<file path="config.mk">
export PLATFORM = sky130hd
export DESIGN_NAME = tga_truecolor_to_rgba_stream_core
export DESIGN_NICKNAME = d
export VERILOG_FILES = /design/src/design/tgad_pkg.sv /design/src/design/tgad_front.sv /design/src/design/tgad_queue.sv /design/src/design/tgad_back.sv /design/src/design/tga_truecolor_to_rgba_stream_core.sv
export SDC_FILE = /design/constraint.sdc
export NUM_CORES = 1
export LEC_CHECK = 0
export BUFFER_PORTS_ARGS = -buffer_cell sky130_fd_sc_hd__buf_2
export CAP_MARGIN = 30
export CORE_ASPECT_RATIO = 1.25
export CORE_MARGIN = 1
export CORE_UTILIZATION = 25
export DETAILED_ROUTE_END_ITERATION = 10
export PLACE_DENSITY = 0.37
export SLEW_MARGIN = 20
export SYNTH_ARGS = -nofsm -noshare
export SYNTH_HDL_FRONTEND = slang
export SYNTH_HIERARCHICAL = 1
export SYNTH_SLANG_ARGS = --single-unit
</file>
<file path="constraint.sdc">
create_clock -name clk -period 19.1 [get_ports clk]
set_clock_uncertainty 0.2 [all_clocks]
set_input_delay 4.775 -clock clk [delete_from_list [all_inputs] [get_ports clk]]
set_output_delay 4.775 -clock clk [all_outputs]
set_load 0.03 [all_outputs]
</file>
<file path="src/design/tgad_pkg.sv">
// Shared types and constants for the TGA truecolor to RGBA stream core.
// Used by the front end, the word queue, the back end and the top level.
package tgad_pkg;

    // Header layout
    localparam int HEADER_BYTES = 18;
    localparam int HC_W         = $clog2(HEADER_BYTES + 1);

    localparam logic [HC_W-1:0] HDR_POS_TYPE     = HC_W'(2);
    localparam logic [HC_W-1:0] HDR_POS_WIDTH_LO = HC_W'(12);
    localparam logic [HC_W-1:0] HDR_POS_WIDTH_HI = HC_W'(13);
    localparam logic [HC_W-1:0] HDR_POS_HEIGHT_LO = HC_W'(14);
    localparam logic [HC_W-1:0] HDR_POS_HEIGHT_HI = HC_W'(15);
    localparam logic [HC_W-1:0] HDR_POS_BPP      = HC_W'(16);
    localparam logic [HC_W-1:0] HDR_POS_DESC     = HC_W'(HEADER_BYTES - 1);

    localparam logic [7:0] IMAGE_TYPE_TRUECOLOR = 8'd2;
    localparam logic [4:0] MIN_PIXEL_BYTES      = 5'd3;
    localparam logic [4:0] RGBA_PIXEL_BYTES     = 5'd4;
    localparam logic [7:0] ALPHA_OPAQUE         = 8'd255;
    localparam int         DESC_TOP_DOWN_BIT    = 5;

    // Result codes
    typedef enum logic [1:0] {
        ST_PIXEL     = 2'd0,
        ST_HEADER    = 2'd1,
        ST_BAD_TYPE  = 2'd2,
        ST_BAD_DEPTH = 2'd3
    } status_t;

    // Front end parsing phase
    typedef enum logic [1:0] {
        PH_HEADER = 2'd0,
        PH_PIXELS = 2'd1,
        PH_IDLE   = 2'd2
    } phase_t;

    // One classified word handed from front end to back end
    typedef struct packed {
        status_t     kind;
        logic [15:0] width;
        logic [15:0] height;
        logic [15:0] column;
        logic [7:0]  red;
        logic [7:0]  green;
        logic [7:0]  blue;
        logic [7:0]  alpha;
        logic        last;
        logic        row_end;
        logic        top_down;
    } entry_t;

    // Queue status seen by both sides
    typedef struct packed {
        logic full;
        logic empty;
    } qstat_t;

endpackage

</file>
<file path="src/design/tgad_front.sv">
// Front end: header capture, header checks, pixel byte gathering and
// raster position tracking. Pushes classified words into the queue.
// Depends on tgad_pkg.
module tgad_front (
    input  logic            clk,
    input  logic            rst_n,
    input  logic            in_fire,
    input  logic [7:0]      file_byte,
    input  logic            new_file,
    output logic            push,
    output tgad_pkg::entry_t push_entry
);
    import tgad_pkg::*;

    phase_t          phase_reg, phase_next;
    logic [HC_W-1:0] hc_reg, hc_next;
    logic [7:0]      type_reg, type_next;
    logic [15:0]     width_reg, width_next;
    logic [15:0]     height_reg, height_next;
    logic [7:0]      bpp_reg, bpp_next;
    logic [15:0]     column_reg, column_next;
    logic [15:0]     row_reg, row_next;
    logic [4:0]      bip_reg, bip_next;
    logic [7:0]      held_reg [4];
    logic [7:0]      held_next [4];

    phase_t          eff_phase;
    logic [HC_W-1:0] eff_hc;
    logic [4:0]      pixel_bytes;
    logic [16:0]     col_inc;
    logic [16:0]     row_inc;
    logic            pix_last;
    logic            pix_row_end;

    // Control state
    always_ff @(posedge clk or negedge rst_n)
    begin
        if (!rst_n)
        begin
            phase_reg  <= PH_HEADER;
            hc_reg     <= '0;
            column_reg <= '0;
            row_reg    <= '0;
            bip_reg    <= '0;
        end
        else
        begin
            phase_reg  <= phase_next;
            hc_reg     <= hc_next;
            column_reg <= column_next;
            row_reg    <= row_next;
            bip_reg    <= bip_next;
        end
    end

    // Header fields and held channel bytes
    always_ff @(posedge clk)
    begin
        type_reg   <= type_next;
        width_reg  <= width_next;
        height_reg <= height_next;
        bpp_reg    <= bpp_next;
        for (int i = 0; i < 4; i++)
        begin
            held_reg[i] <= held_next[i];
        end
    end

    // A new-file mark restarts header capture with this byte
    assign eff_phase   = new_file ? PH_HEADER : phase_reg;
    assign eff_hc      = new_file ? '0 : hc_reg;
    assign pixel_bytes = bpp_reg[7:3];
    assign col_inc     = {1'b0, column_reg} + 17'd1;
    assign row_inc     = {1'b0, row_reg} + 17'd1;
    assign pix_last    = (col_inc == {1'b0, width_reg}) && (row_inc == {1'b0, height_reg});
    assign pix_row_end = (col_inc >= {1'b0, width_reg});

    // Parse one byte
    always_comb
    begin
        phase_next  = phase_reg;
        hc_next     = hc_reg;
        type_next   = type_reg;
        width_next  = width_reg;
        height_next = height_reg;
        bpp_next    = bpp_reg;
        column_next = column_reg;
        row_next    = row_reg;
        bip_next    = bip_reg;
        for (int i = 0; i < 4; i++)
        begin
            held_next[i] = held_reg[i];
        end
        push       = 1'b0;
        push_entry = '0;

        if (in_fire)
        begin
            phase_next = eff_phase;
            hc_next    = eff_hc;
            unique case (eff_phase)
                PH_HEADER:
                begin
                    hc_next = eff_hc + HC_W'(1);
                    unique case (eff_hc)
                        HDR_POS_TYPE:      type_next = file_byte;
                        HDR_POS_WIDTH_LO:  width_next = {width_reg[15:8], file_byte};
                        HDR_POS_WIDTH_HI:  width_next = {file_byte, width_reg[7:0]};
                        HDR_POS_HEIGHT_LO: height_next = {height_reg[15:8], file_byte};
                        HDR_POS_HEIGHT_HI: height_next = {file_byte, height_reg[7:0]};
                        HDR_POS_BPP:       bpp_next = file_byte;
                        default:           ;
                    endcase
                    // Last header byte is the descriptor: decide now
                    if (eff_hc == HDR_POS_DESC)
                    begin
                        push = 1'b1;
                        if (type_reg != IMAGE_TYPE_TRUECOLOR)
                        begin
                            push_entry.kind = ST_BAD_TYPE;
                            phase_next      = PH_IDLE;
                        end
                        else if (pixel_bytes < MIN_PIXEL_BYTES)
                        begin
                            push_entry.kind = ST_BAD_DEPTH;
                            phase_next      = PH_IDLE;
                        end
                        else
                        begin
                            push_entry.kind     = ST_HEADER;
                            push_entry.width    = width_reg;
                            push_entry.height   = height_reg;
                            push_entry.top_down = file_byte[DESC_TOP_DOWN_BIT];
                            column_next         = '0;
                            row_next            = '0;
                            bip_next            = '0;
                            if (width_reg == '0 || height_reg == '0)
                            begin
                                push_entry.last = 1'b1;
                                phase_next      = PH_IDLE;
                            end
                            else
                            begin
                                phase_next = PH_PIXELS;
                            end
                        end
                    end
                end
                PH_PIXELS:
                begin
                    // Bytes past the fourth of a pixel are dropped
                    for (int i = 0; i < 4; i++)
                    begin
                        if (bip_reg < 5'd4 && bip_reg[1:0] == 2'(i))
                        begin
                            held_next[i] = file_byte;
                        end
                    end
                    if (({1'b0, bip_reg} + 6'd1) < {1'b0, pixel_bytes})
                    begin
                        bip_next = bip_reg + 5'd1;
                    end
                    else
                    begin
                        bip_next           = '0;
                        push               = 1'b1;
                        push_entry.kind    = ST_PIXEL;
                        push_entry.column  = column_reg;
                        push_entry.blue    = held_next[0];
                        push_entry.green   = held_next[1];
                        push_entry.red     = held_next[2];
                        push_entry.alpha   = (pixel_bytes == RGBA_PIXEL_BYTES) ?
                                             held_next[3] : ALPHA_OPAQUE;
                        push_entry.last    = pix_last;
                        push_entry.row_end = pix_row_end;
                        if (pix_last)
                        begin
                            phase_next = PH_IDLE;
                        end
                        else if (pix_row_end)
                        begin
                            column_next = '0;
                            row_next    = row_reg + 16'd1;
                        end
                        else
                        begin
                            column_next = column_reg + 16'd1;
                        end
                    end
                end
                default:
                begin
                    // Error header or finished image: ignore bytes
                end
            endcase
        end
    end

endmodule

</file>
<file path="src/design/tgad_queue.sv">
// Two-word queue between the front end and the back end.
// Depends on tgad_pkg.
module tgad_queue (
    input  logic             clk,
    input  logic             rst_n,
    input  logic             push,
    input  tgad_pkg::entry_t push_entry,
    input  logic             pop,
    output tgad_pkg::entry_t pop_entry,
    output tgad_pkg::qstat_t stat
);
    import tgad_pkg::*;

    entry_t     slot_reg [2];
    logic       wr_ptr_reg, wr_ptr_next;
    logic       rd_ptr_reg, rd_ptr_next;
    logic [1:0] count_reg, count_next;
    logic       do_push;
    logic       do_pop;

    assign stat.full  = (count_reg == 2'd2);
    assign stat.empty = (count_reg == 2'd0);
    assign do_push    = push && !stat.full;
    assign do_pop     = pop && !stat.empty;
    assign pop_entry  = slot_reg[rd_ptr_reg];

    // Pointer and fill count update
    always_comb
    begin
        wr_ptr_next = wr_ptr_reg ^ do_push;
        rd_ptr_next = rd_ptr_reg ^ do_pop;
        count_next  = count_reg + 2'(do_push) - 2'(do_pop);
    end

    always_ff @(posedge clk or negedge rst_n)
    begin
        if (!rst_n)
        begin
            wr_ptr_reg <= 1'b0;
            rd_ptr_reg <= 1'b0;
            count_reg  <= '0;
        end
        else
        begin
            wr_ptr_reg <= wr_ptr_next;
            rd_ptr_reg <= rd_ptr_next;
            count_reg  <= count_next;
        end
    end

    // Storage
    always_ff @(posedge clk)
    begin
        if (do_push)
        begin
            slot_reg[wr_ptr_reg] <= push_entry;
        end
    end

endmodule

</file>
<file path="src/design/tgad_back.sv">
// Back end: destination index arithmetic and the output register.
// Depends on tgad_pkg.
module tgad_back (
    input  logic             clk,
    input  logic             rst_n,
    input  tgad_pkg::entry_t pop_entry,
    input  tgad_pkg::qstat_t qstat,
    output logic             pop,
    output logic             out_valid,
    input  logic             out_ready,
    output logic [1:0]       status,
    output logic [15:0]      image_width,
    output logic [15:0]      image_height,
    output logic [31:0]      pixel_index,
    output logic [7:0]       red,
    output logic [7:0]       green,
    output logic [7:0]       blue,
    output logic [7:0]       alpha,
    output logic             last_pixel
);
    import tgad_pkg::*;

    logic        valid_reg, valid_next;
    logic [31:0] row_base_reg, row_base_next;
    logic [15:0] stride_reg, stride_next;
    logic        top_down_reg, top_down_next;
    logic [1:0]  status_reg;
    logic [15:0] width_out_reg, height_out_reg;
    logic [31:0] index_reg;
    logic [7:0]  red_reg, green_reg, blue_reg, alpha_reg;
    logic        last_reg;

    logic [15:0] height_m1;
    logic [31:0] bottom_base;

    assign pop        = !qstat.empty && (!valid_reg || out_ready);
    assign height_m1  = pop_entry.height - 16'd1;
    assign bottom_base = 32'(height_m1) * 32'(pop_entry.width);

    // Row base tracking; flipped images start at the bottom row
    always_comb
    begin
        valid_next    = valid_reg;
        row_base_next = row_base_reg;
        stride_next   = stride_reg;
        top_down_next = top_down_reg;
        if (valid_reg && out_ready)
        begin
            valid_next = 1'b0;
        end
        if (pop)
        begin
            valid_next = 1'b1;
            if (pop_entry.kind == ST_HEADER)
            begin
                stride_next   = pop_entry.width;
                top_down_next = pop_entry.top_down;
                row_base_next = pop_entry.top_down ? '0 : bottom_base;
            end
            else if (pop_entry.kind == ST_PIXEL && pop_entry.row_end)
            begin
                row_base_next = top_down_reg ? row_base_reg + 32'(stride_reg)
                                             : row_base_reg - 32'(stride_reg);
            end
        end
    end

    always_ff @(posedge clk or negedge rst_n)
    begin
        if (!rst_n)
        begin
            valid_reg    <= 1'b0;
            row_base_reg <= '0;
            stride_reg   <= '0;
            top_down_reg <= 1'b0;
        end
        else
        begin
            valid_reg    <= valid_next;
            row_base_reg <= row_base_next;
            stride_reg   <= stride_next;
            top_down_reg <= top_down_next;
        end
    end

    // Output word register
    always_ff @(posedge clk)
    begin
        if (pop)
        begin
            status_reg     <= pop_entry.kind;
            width_out_reg  <= pop_entry.width;
            height_out_reg <= pop_entry.height;
            index_reg      <= (pop_entry.kind == ST_PIXEL) ?
                              row_base_reg + 32'(pop_entry.column) : '0;
            red_reg        <= pop_entry.red;
            green_reg      <= pop_entry.green;
            blue_reg       <= pop_entry.blue;
            alpha_reg      <= pop_entry.alpha;
            last_reg       <= pop_entry.last;
        end
    end

    assign out_valid    = valid_reg;
    assign status       = status_reg;
    assign image_width  = width_out_reg;
    assign image_height = height_out_reg;
    assign pixel_index  = index_reg;
    assign red          = red_reg;
    assign green        = green_reg;
    assign blue         = blue_reg;
    assign alpha        = alpha_reg;
    assign last_pixel   = last_reg;

endmodule

</file>
<file path="src/design/tga_truecolor_to_rgba_stream_core.sv">
// TGA uncompressed truecolor decoder: one file byte in, header and pixel words out.
// Each word passes through the queue and then the output register before it leaves.
// Takes one byte per cycle while the queue is not full; a pixel word is pushed on its last byte.
// The two-word queue lets byte intake run while the output is stalled.
// Reset (rst_n, async, active low) empties queue and output and starts header capture.
// Depends on tgad_pkg, tgad_front, tgad_queue and tgad_back.
module tga_truecolor_to_rgba_stream_core (
    input  logic        clk,
    input  logic        rst_n,
    input  logic        in_valid,
    output logic        in_ready,
    input  logic [7:0]  file_byte,
    input  logic        new_file,
    output logic        out_valid,
    input  logic        out_ready,
    output logic [1:0]  status,
    output logic [15:0] image_width,
    output logic [15:0] image_height,
    output logic [31:0] pixel_index,
    output logic [7:0]  red,
    output logic [7:0]  green,
    output logic [7:0]  blue,
    output logic [7:0]  alpha,
    output logic        last_pixel
);
    import tgad_pkg::*;

    logic   in_fire;
    logic   push;
    logic   pop;
    entry_t push_entry;
    entry_t pop_entry;
    qstat_t qstat;

    // Accept a byte whenever the queue has room for the word it may produce
    assign in_ready = !qstat.full;
    assign in_fire  = in_valid && in_ready;

    tgad_front u_front (
        .clk        (clk),
        .rst_n      (rst_n),
        .in_fire    (in_fire),
        .file_byte  (file_byte),
        .new_file   (new_file),
        .push       (push),
        .push_entry (push_entry)
    );

    tgad_queue u_queue (
        .clk        (clk),
        .rst_n      (rst_n),
        .push       (push),
        .push_entry (push_entry),
        .pop        (pop),
        .pop_entry  (pop_entry),
        .stat       (qstat)
    );

    tgad_back u_back (
        .clk          (clk),
        .rst_n        (rst_n),
        .pop_entry    (pop_entry),
        .qstat        (qstat),
        .pop          (pop),
        .out_valid    (out_valid),
        .out_ready    (out_ready),
        .status       (status),
        .image_width  (image_width),
        .image_height (image_height),
        .pixel_index  (pixel_index),
        .red          (red),
        .green        (green),
        .blue         (blue),
        .alpha        (alpha),
        .last_pixel   (last_pixel)
    );

`ifndef SYNTHESIS
    // Queue cannot report full and empty together
    assert property (@(posedge clk) disable iff (!rst_n) !(qstat.full && qstat.empty))
        else $error("queue full and empty at once");

    // A pop into the output register shows up as a valid word next cycle
    assert property (@(posedge clk) disable iff (!rst_n) pop |=> out_valid)
        else $error("popped word not presented");

    // Error headers never report a size or end an image
    assert property (@(posedge clk) disable iff (!rst_n)
        out_valid && (status == ST_BAD_TYPE || status == ST_BAD_DEPTH) |->
        image_width == 16'd0 && image_height == 16'd0 && !last_pixel)
        else $error("error header carries size or last flag");

    // Pixel words carry no header size
    assert property (@(posedge clk) disable iff (!rst_n)
        out_valid && status == ST_PIXEL |-> image_width == 16'd0 && image_height == 16'd0)
        else $error("pixel word carries header size");
`endif

endmodule
</file>
# After elaboration in Yosys (flattened, before gate mapping)

Memory sizes are Yosys's and may differ from the RTL's.
Cells that the tools add are included.

Register bits: 245
Bits in latches: 0
Bits in writable memories: 202
Memory bits (read-only): 0
Input port bits: 13
Output and inout bits: 101
Memories: 2

Add/sub/neg operators: 13
Multipliers: 1
Div/mod/pow operators: 0
$lt $le $gt $ge: 4
Eq/ne operators: 23
Shift operators: 0
Mux-type cells: 67
Bitwise gates (word level): 6
Reductions and logical operators: 36

Memories:

| name             | depth | bits a word | read ports | clocked after Yosys merged registers in | wr ports | line             | text |
|---|---|---|---|---|---|---|---|
| u_queue.slot_reg | 2     | 85          | 1          | 0                                       | 1        | tgad_queue.sv:14 | `entry_t slot_reg [2];` |
| u_front.held_reg | 4     | 8           | 4          | 0                                       | 4        | tgad_front.sv:24 | `logic [7:0] held_reg [4];` |

Operator list:

| operator                                                               | count |
|---|---|
| 32-bit 2-to-1 mux                                                      | 9 |
| 16-bit 2-to-1 mux                                                      | 9 |
| 16-bit case mux with 2 select lines                                    | 4 |
| 85-bit 2-to-1 mux                                                      | 1 |
| 32-bit by 16-bit adder with 32-bit output                              | 2 |
| 50-bit 2-to-1 mux                                                      | 1 |
| 48-bit 2-to-1 mux                                                      | 1 |
| 8-bit 2-to-1 mux                                                       | 5 |
| 16-bit by 1-bit adder with 17-bit output (second input constant)       | 2 |
| 17-bit by 16-bit equality test with 1-bit output                       | 2 |
| 34-bit 2-to-1 mux                                                      | 1 |
| 16-bit by 1-bit adder with 16-bit output (second input constant)       | 2 |
| 16-bit logical NOT                                                     | 2 |
| 16-bit by 16-bit multiplier with 32-bit output                         | 1 |
| 32-bit by 16-bit subtractor with 32-bit output                         | 1 |
| 5-bit 2-to-1 mux                                                       | 6 |
| 5-bit by 4-bit equality test with 1-bit output (second input constant) | 4 |
| 2-bit 2-to-1 mux                                                       | 10 |
| 17-bit by 16-bit greater-or-equal comparator with 1-bit output         | 1 |
| 1-bit 2-to-1 mux                                                       | 16 |
| 4-bit AND reduction                                                    | 4 |
| 16-bit by 1-bit subtractor with 16-bit output (second input constant)  | 1 |
| 1-bit logical AND                                                      | 11 |
| 5-bit by 1-bit adder with 5-bit output (second input constant)         | 2 |
| other kinds (28)                                                       | 52 |

# Logic depth before layout (Yosys ltp)

Word-level depth: 8
Depth in mapped cells: 33
Depth with buffers taken out: 28

# Cells and area by module

Netlist, hierarchy kept.

By module, submodules not included:

| module                            | times used | cells each | area each (sq um) |
|---|---|---|---|
| tgad_back                         | 1          | 1,817      | 17,127.7 |
| tgad_front                        | 1          | 708        | 7,295.7 |
| tgad_queue                        | 1          | 285        | 6,557.5 |
| tga_truecolor_to_rgba_stream_core | 1          | 2          | 10.0 |

# Worst setup path after synthesis

Ideal clock, no wire load.

Path type: input-to-reg
From: in out_ready
To: reg u_back.stride_reg[10]
Library setup time: 0.125 ns
Arrival time: 10.879 ns
Data required time: 18.775 ns
Slack: 7.896 ns
Stages: 6
Cell sequence: nor2b_1 nor2_1 nand2_1 nor2_1 clkbuf_1 mux2_2

Cells in the longest elaborated chain, start to end: 3

RTL lines:

| item                          | line                                    | text |
|---|---|---|
| from (decl)                   | tga_truecolor_to_rgba_stream_core.sv:15 | `input logic out_ready,` |
| 1-bit logical OR              | tgad_back.sv:36                         | `assign pop = !qstat.empty && (!valid_reg \|\| out_ready);` |
| 1-bit logical AND             | tgad_back.sv:36                         |  |
| net pop                       | tga_truecolor_to_rgba_stream_core.sv:30 | `logic pop;` |
| 2-bit AND reduction (no line) | --                                      |  |
| to (signal assigned)          | tgad_back.sv:81                         | `stride_reg <= stride_next;` |
| to (decl)                     | tgad_back.sv:25                         | `logic [15:0] stride_reg, stride_next;` |

The timed path passes the listed nets, and every way through them passes these cells.
A chain may end at the register's enable or synchronous reset.

==> flow_metrics.tcl <==
set metrics [dict create \
    path_class "reg -> reg" \
    start_kind "flop" \
    slowest_stage "dfrtp_4" \
    io_pins 114 \
    synthAdderAreaFrac_pct 20.3 \
    leakage_nw 14.3 \
    avgSynthCellArea_um2 11.0 \
    layout_min_cycle_time_ns 8.99 \
    synthSimpleGateAreaFrac_pct 14.9 \
    area_delta_synth_final_pct 14.3 \
    antenna_found_initial 7 \
    num_vias 21258 \
    multi_input_area_um2 16700 \
    slew_violations 0 \
    die_area_um2 125000 \
    fin_nets 3309 \
    grt_overflow 0 \
    arrival_ns 9.37 \
    largest_register_ffs 170 \
    hold_depth 1 \
    ir_drop_uv 62.5 \
    nFillCells 12774 \
    netlist.area_leader.share_pct 33.5 \
    ys_warn_count 6 \
    wl_mm 94.4 \
    clk_pin_slew_ns 0.06 \
    yosysTopAreaCell "edfxtp_1" \
    finalHoldViolCount 0 \
    cts.htree.levels 2 \
    final_cell_mix "edfxtp_1, inv_1, nand2_1" \
    synth-xor-area-share_pct 3.87 \
    io_buffer_count 113 \
    rr_endpoint "u_back/row_base_reg[29]" \
    async_flop_share_pct 22.1 \
    die_h_um 396 \
    drive_above_1_share_pct 14.5 \
    synth_cell_types 94 \
    hold_start "u_front/column_reg[15]" \
    p_total_mw 2.13 \
    fmax_mhz 111 \
    clockBufferDepth 3 \
    setup_tns_ns 0 \
    final-seq-area_um2 12800 \
    synth_ff_type "edfxtp_1" \
    outcome "completed" \
    setup_violations 0 \
    ys_seq_area_share_pct 41.4 \
    clock_sinks 444 \
    synth_top_family_by_area "adder cells" \
    whs_endpoint "u_front/column_reg[15]" \
    first_pass_iters 5 \
    synth-edff-count 346 \
    tightestPinTransition_ns 0.899 \
    cap_violations 0 \
    wl_per_cell_um 20.7 \
    coreArea_um2 123000 \
    grt_start_max_net_pins 59 \
    fin_crit_sh_pct 47.1 \
    cts_tree "done" \
    syn_nets 3210 \
    reg2reg_depth 28 \
    slowest_delay_ns 0.63 \
    syn-cell-area_um2 31000 \
    synthCells 2812 \
    crit_path_max_fanout 18 \
    drtAntennaViolNets 0 \
    crit_top_cell "fa_1" \
    r2r-start "u_queue/rd_ptr_reg" \
    synth_compound_area_share_pct 8.84 \
    rsz0062_at_grt "no" \
    holdBufCountCts 0 \
    insertion_delay_ns 0.65 \
    reg2reg_slack_ns 10.11 \
    detail_route.vias_per_cell 4.66 \
    p_per_area_nw_per_um2 60.1 \
    required_ns 19.48 \
    die_w_um 317 \
    final_common_cell "edfxtp_1" \
    numCtsBuffers 54 \
    place_congestion 0.838 \
    cts-root-buf "clkbuf_16" \
    worstSetupEndpointType "flop" \
    drt_iter0_drc 1025 \
    min_path_type "reg -> reg" \
    grt_pass1_vias 23108 \
    initial_core_util_pct 25.2 \
    post-cts-setup-buffers 0 \
    place_hpwl_mm 69.3 \
    yosys-top-cells-area "edfxtp_1, fa_1, dfrtp_1" \
    rows 144 \
    drc_errors 0 \
    grtUsageTotal_pct 15.2 \
    synth_mux_area_share_pct 5.38 \
    grt_pass1_wl_mm 144 \
    slew_headroom_pct 39.5 \
    post_cts_resize_count 0 \
    ys_ff_latch 444 \
]
==> synth_stat cells, types with 48 or more instances <==
cell type,n
edfxtp_1,346
inv_1,292
nand2_1,251
fa_1,196
ha_1,189
and2_1,188
nor2_1,167
a21oi_1,113
dfrtp_1,98
clkbuf_1,86
mux2_2,85
xnor2_1,69
xor2_1,66
o21ai_0,65
nor3_1,48
==> metrics by stage <==
step,instance area (µm²),hold slack [ns],std cells,setup slack [ns],util [%]
after floorplan,31000,0.261,2812,7.90,-
after global placement,33400,0.294,4444,9.92,27.1
after detailed placement,33500,0.291,4457,10.05,27.2
after CTS,35400,0.310,4558,10.05,28.7
after global routing,35400,0.326,4562,9.61,28.8
final,35400,0.304,4563,10.11,28.8
==> cell families (layout without fill, tap and decap cells) <==
family / Yosys count / in the layout
simple gates: 895 / 895
mux: 136 / 136
other cells: 0 / 1
buf+inv: 406 / 550
compound gates: 410 / 410
xor+xnor: 136 / 136
flops: 444 / 444
fa+ha+maj: 385 / 385
==> where the power goes <==
| part | total [mW] | internal [mW] | leakage, nW | switching [mW] |
|---|---|---|---|---|
| logic | 0.0200 | 0.00519 | 9.03 | 0.0149 |
| registers | 1.03 | 1.03 | 4.41 | 0.000931 |
| clock network | 1.07 | 0.630 | 0.892 | 0.445 |
==> worst max-delay path, delay by kind of cell (launching register included) <==
| kind | cells | cell delay, ns |
|---|---|---|
| adders and majority gates | 8 | 3.82 |
| AOI/OAI and AO/OA | 8 | 1.57 |
| and+or+nand+nor | 4 | 1.21 |
| buffers and inverters | 6 | 0.75 |
| DFF | 1 | 0.63 |
| muxes | 1 | 0.45 |
| xor gates and xnor gates | 1 | 0.28 |
==> per-layer routing <==
metal	vias up	track usage, %	wire (µm)
met5	-	0	34
met3	136	2.07	3400
li1	9897	-	-
met4	4	5.57	3190
met1	10793	18.0	39000
met2	428	27.6	48700
==> how the worst max path moves through the flow <==
stage / to / from / slack, ns / cells after the start
6_report: u_back/row_base_reg[29] / u_queue/rd_ptr_reg / 10.11 / 28
5_1_grt: u_back/row_base_reg[24] / u_queue/rd_ptr_reg / 9.61 / 28
4_1_cts: u_back/row_base_reg[29] / u_queue/rd_ptr_reg / 10.05 / 28
3_5_place_dp: u_back/row_base_reg[29] / u_queue/rd_ptr_reg / 10.05 / 28
3_3_place_gp: u_back/row_base_reg[29] / u_queue/rd_ptr_reg / 9.92 / 27
2_1_floorplan: u_back/stride_reg[10] / out_ready / 7.90 / 6
==> area by class of cell <==
type | count | area share, %
multi-input combinational | 1962 | 47.0
sequential | 444 | 36.3
tap | 1606 | 5.67
clock buffer | 72 | 4.29
inverter | 292 | 3.09
timing repair buffer | 157 | 2.72
clock inverter | 29 | 0.926
antenna | 1 | 0.00707
Note: power is estimated with default switching activity, not from simulation.
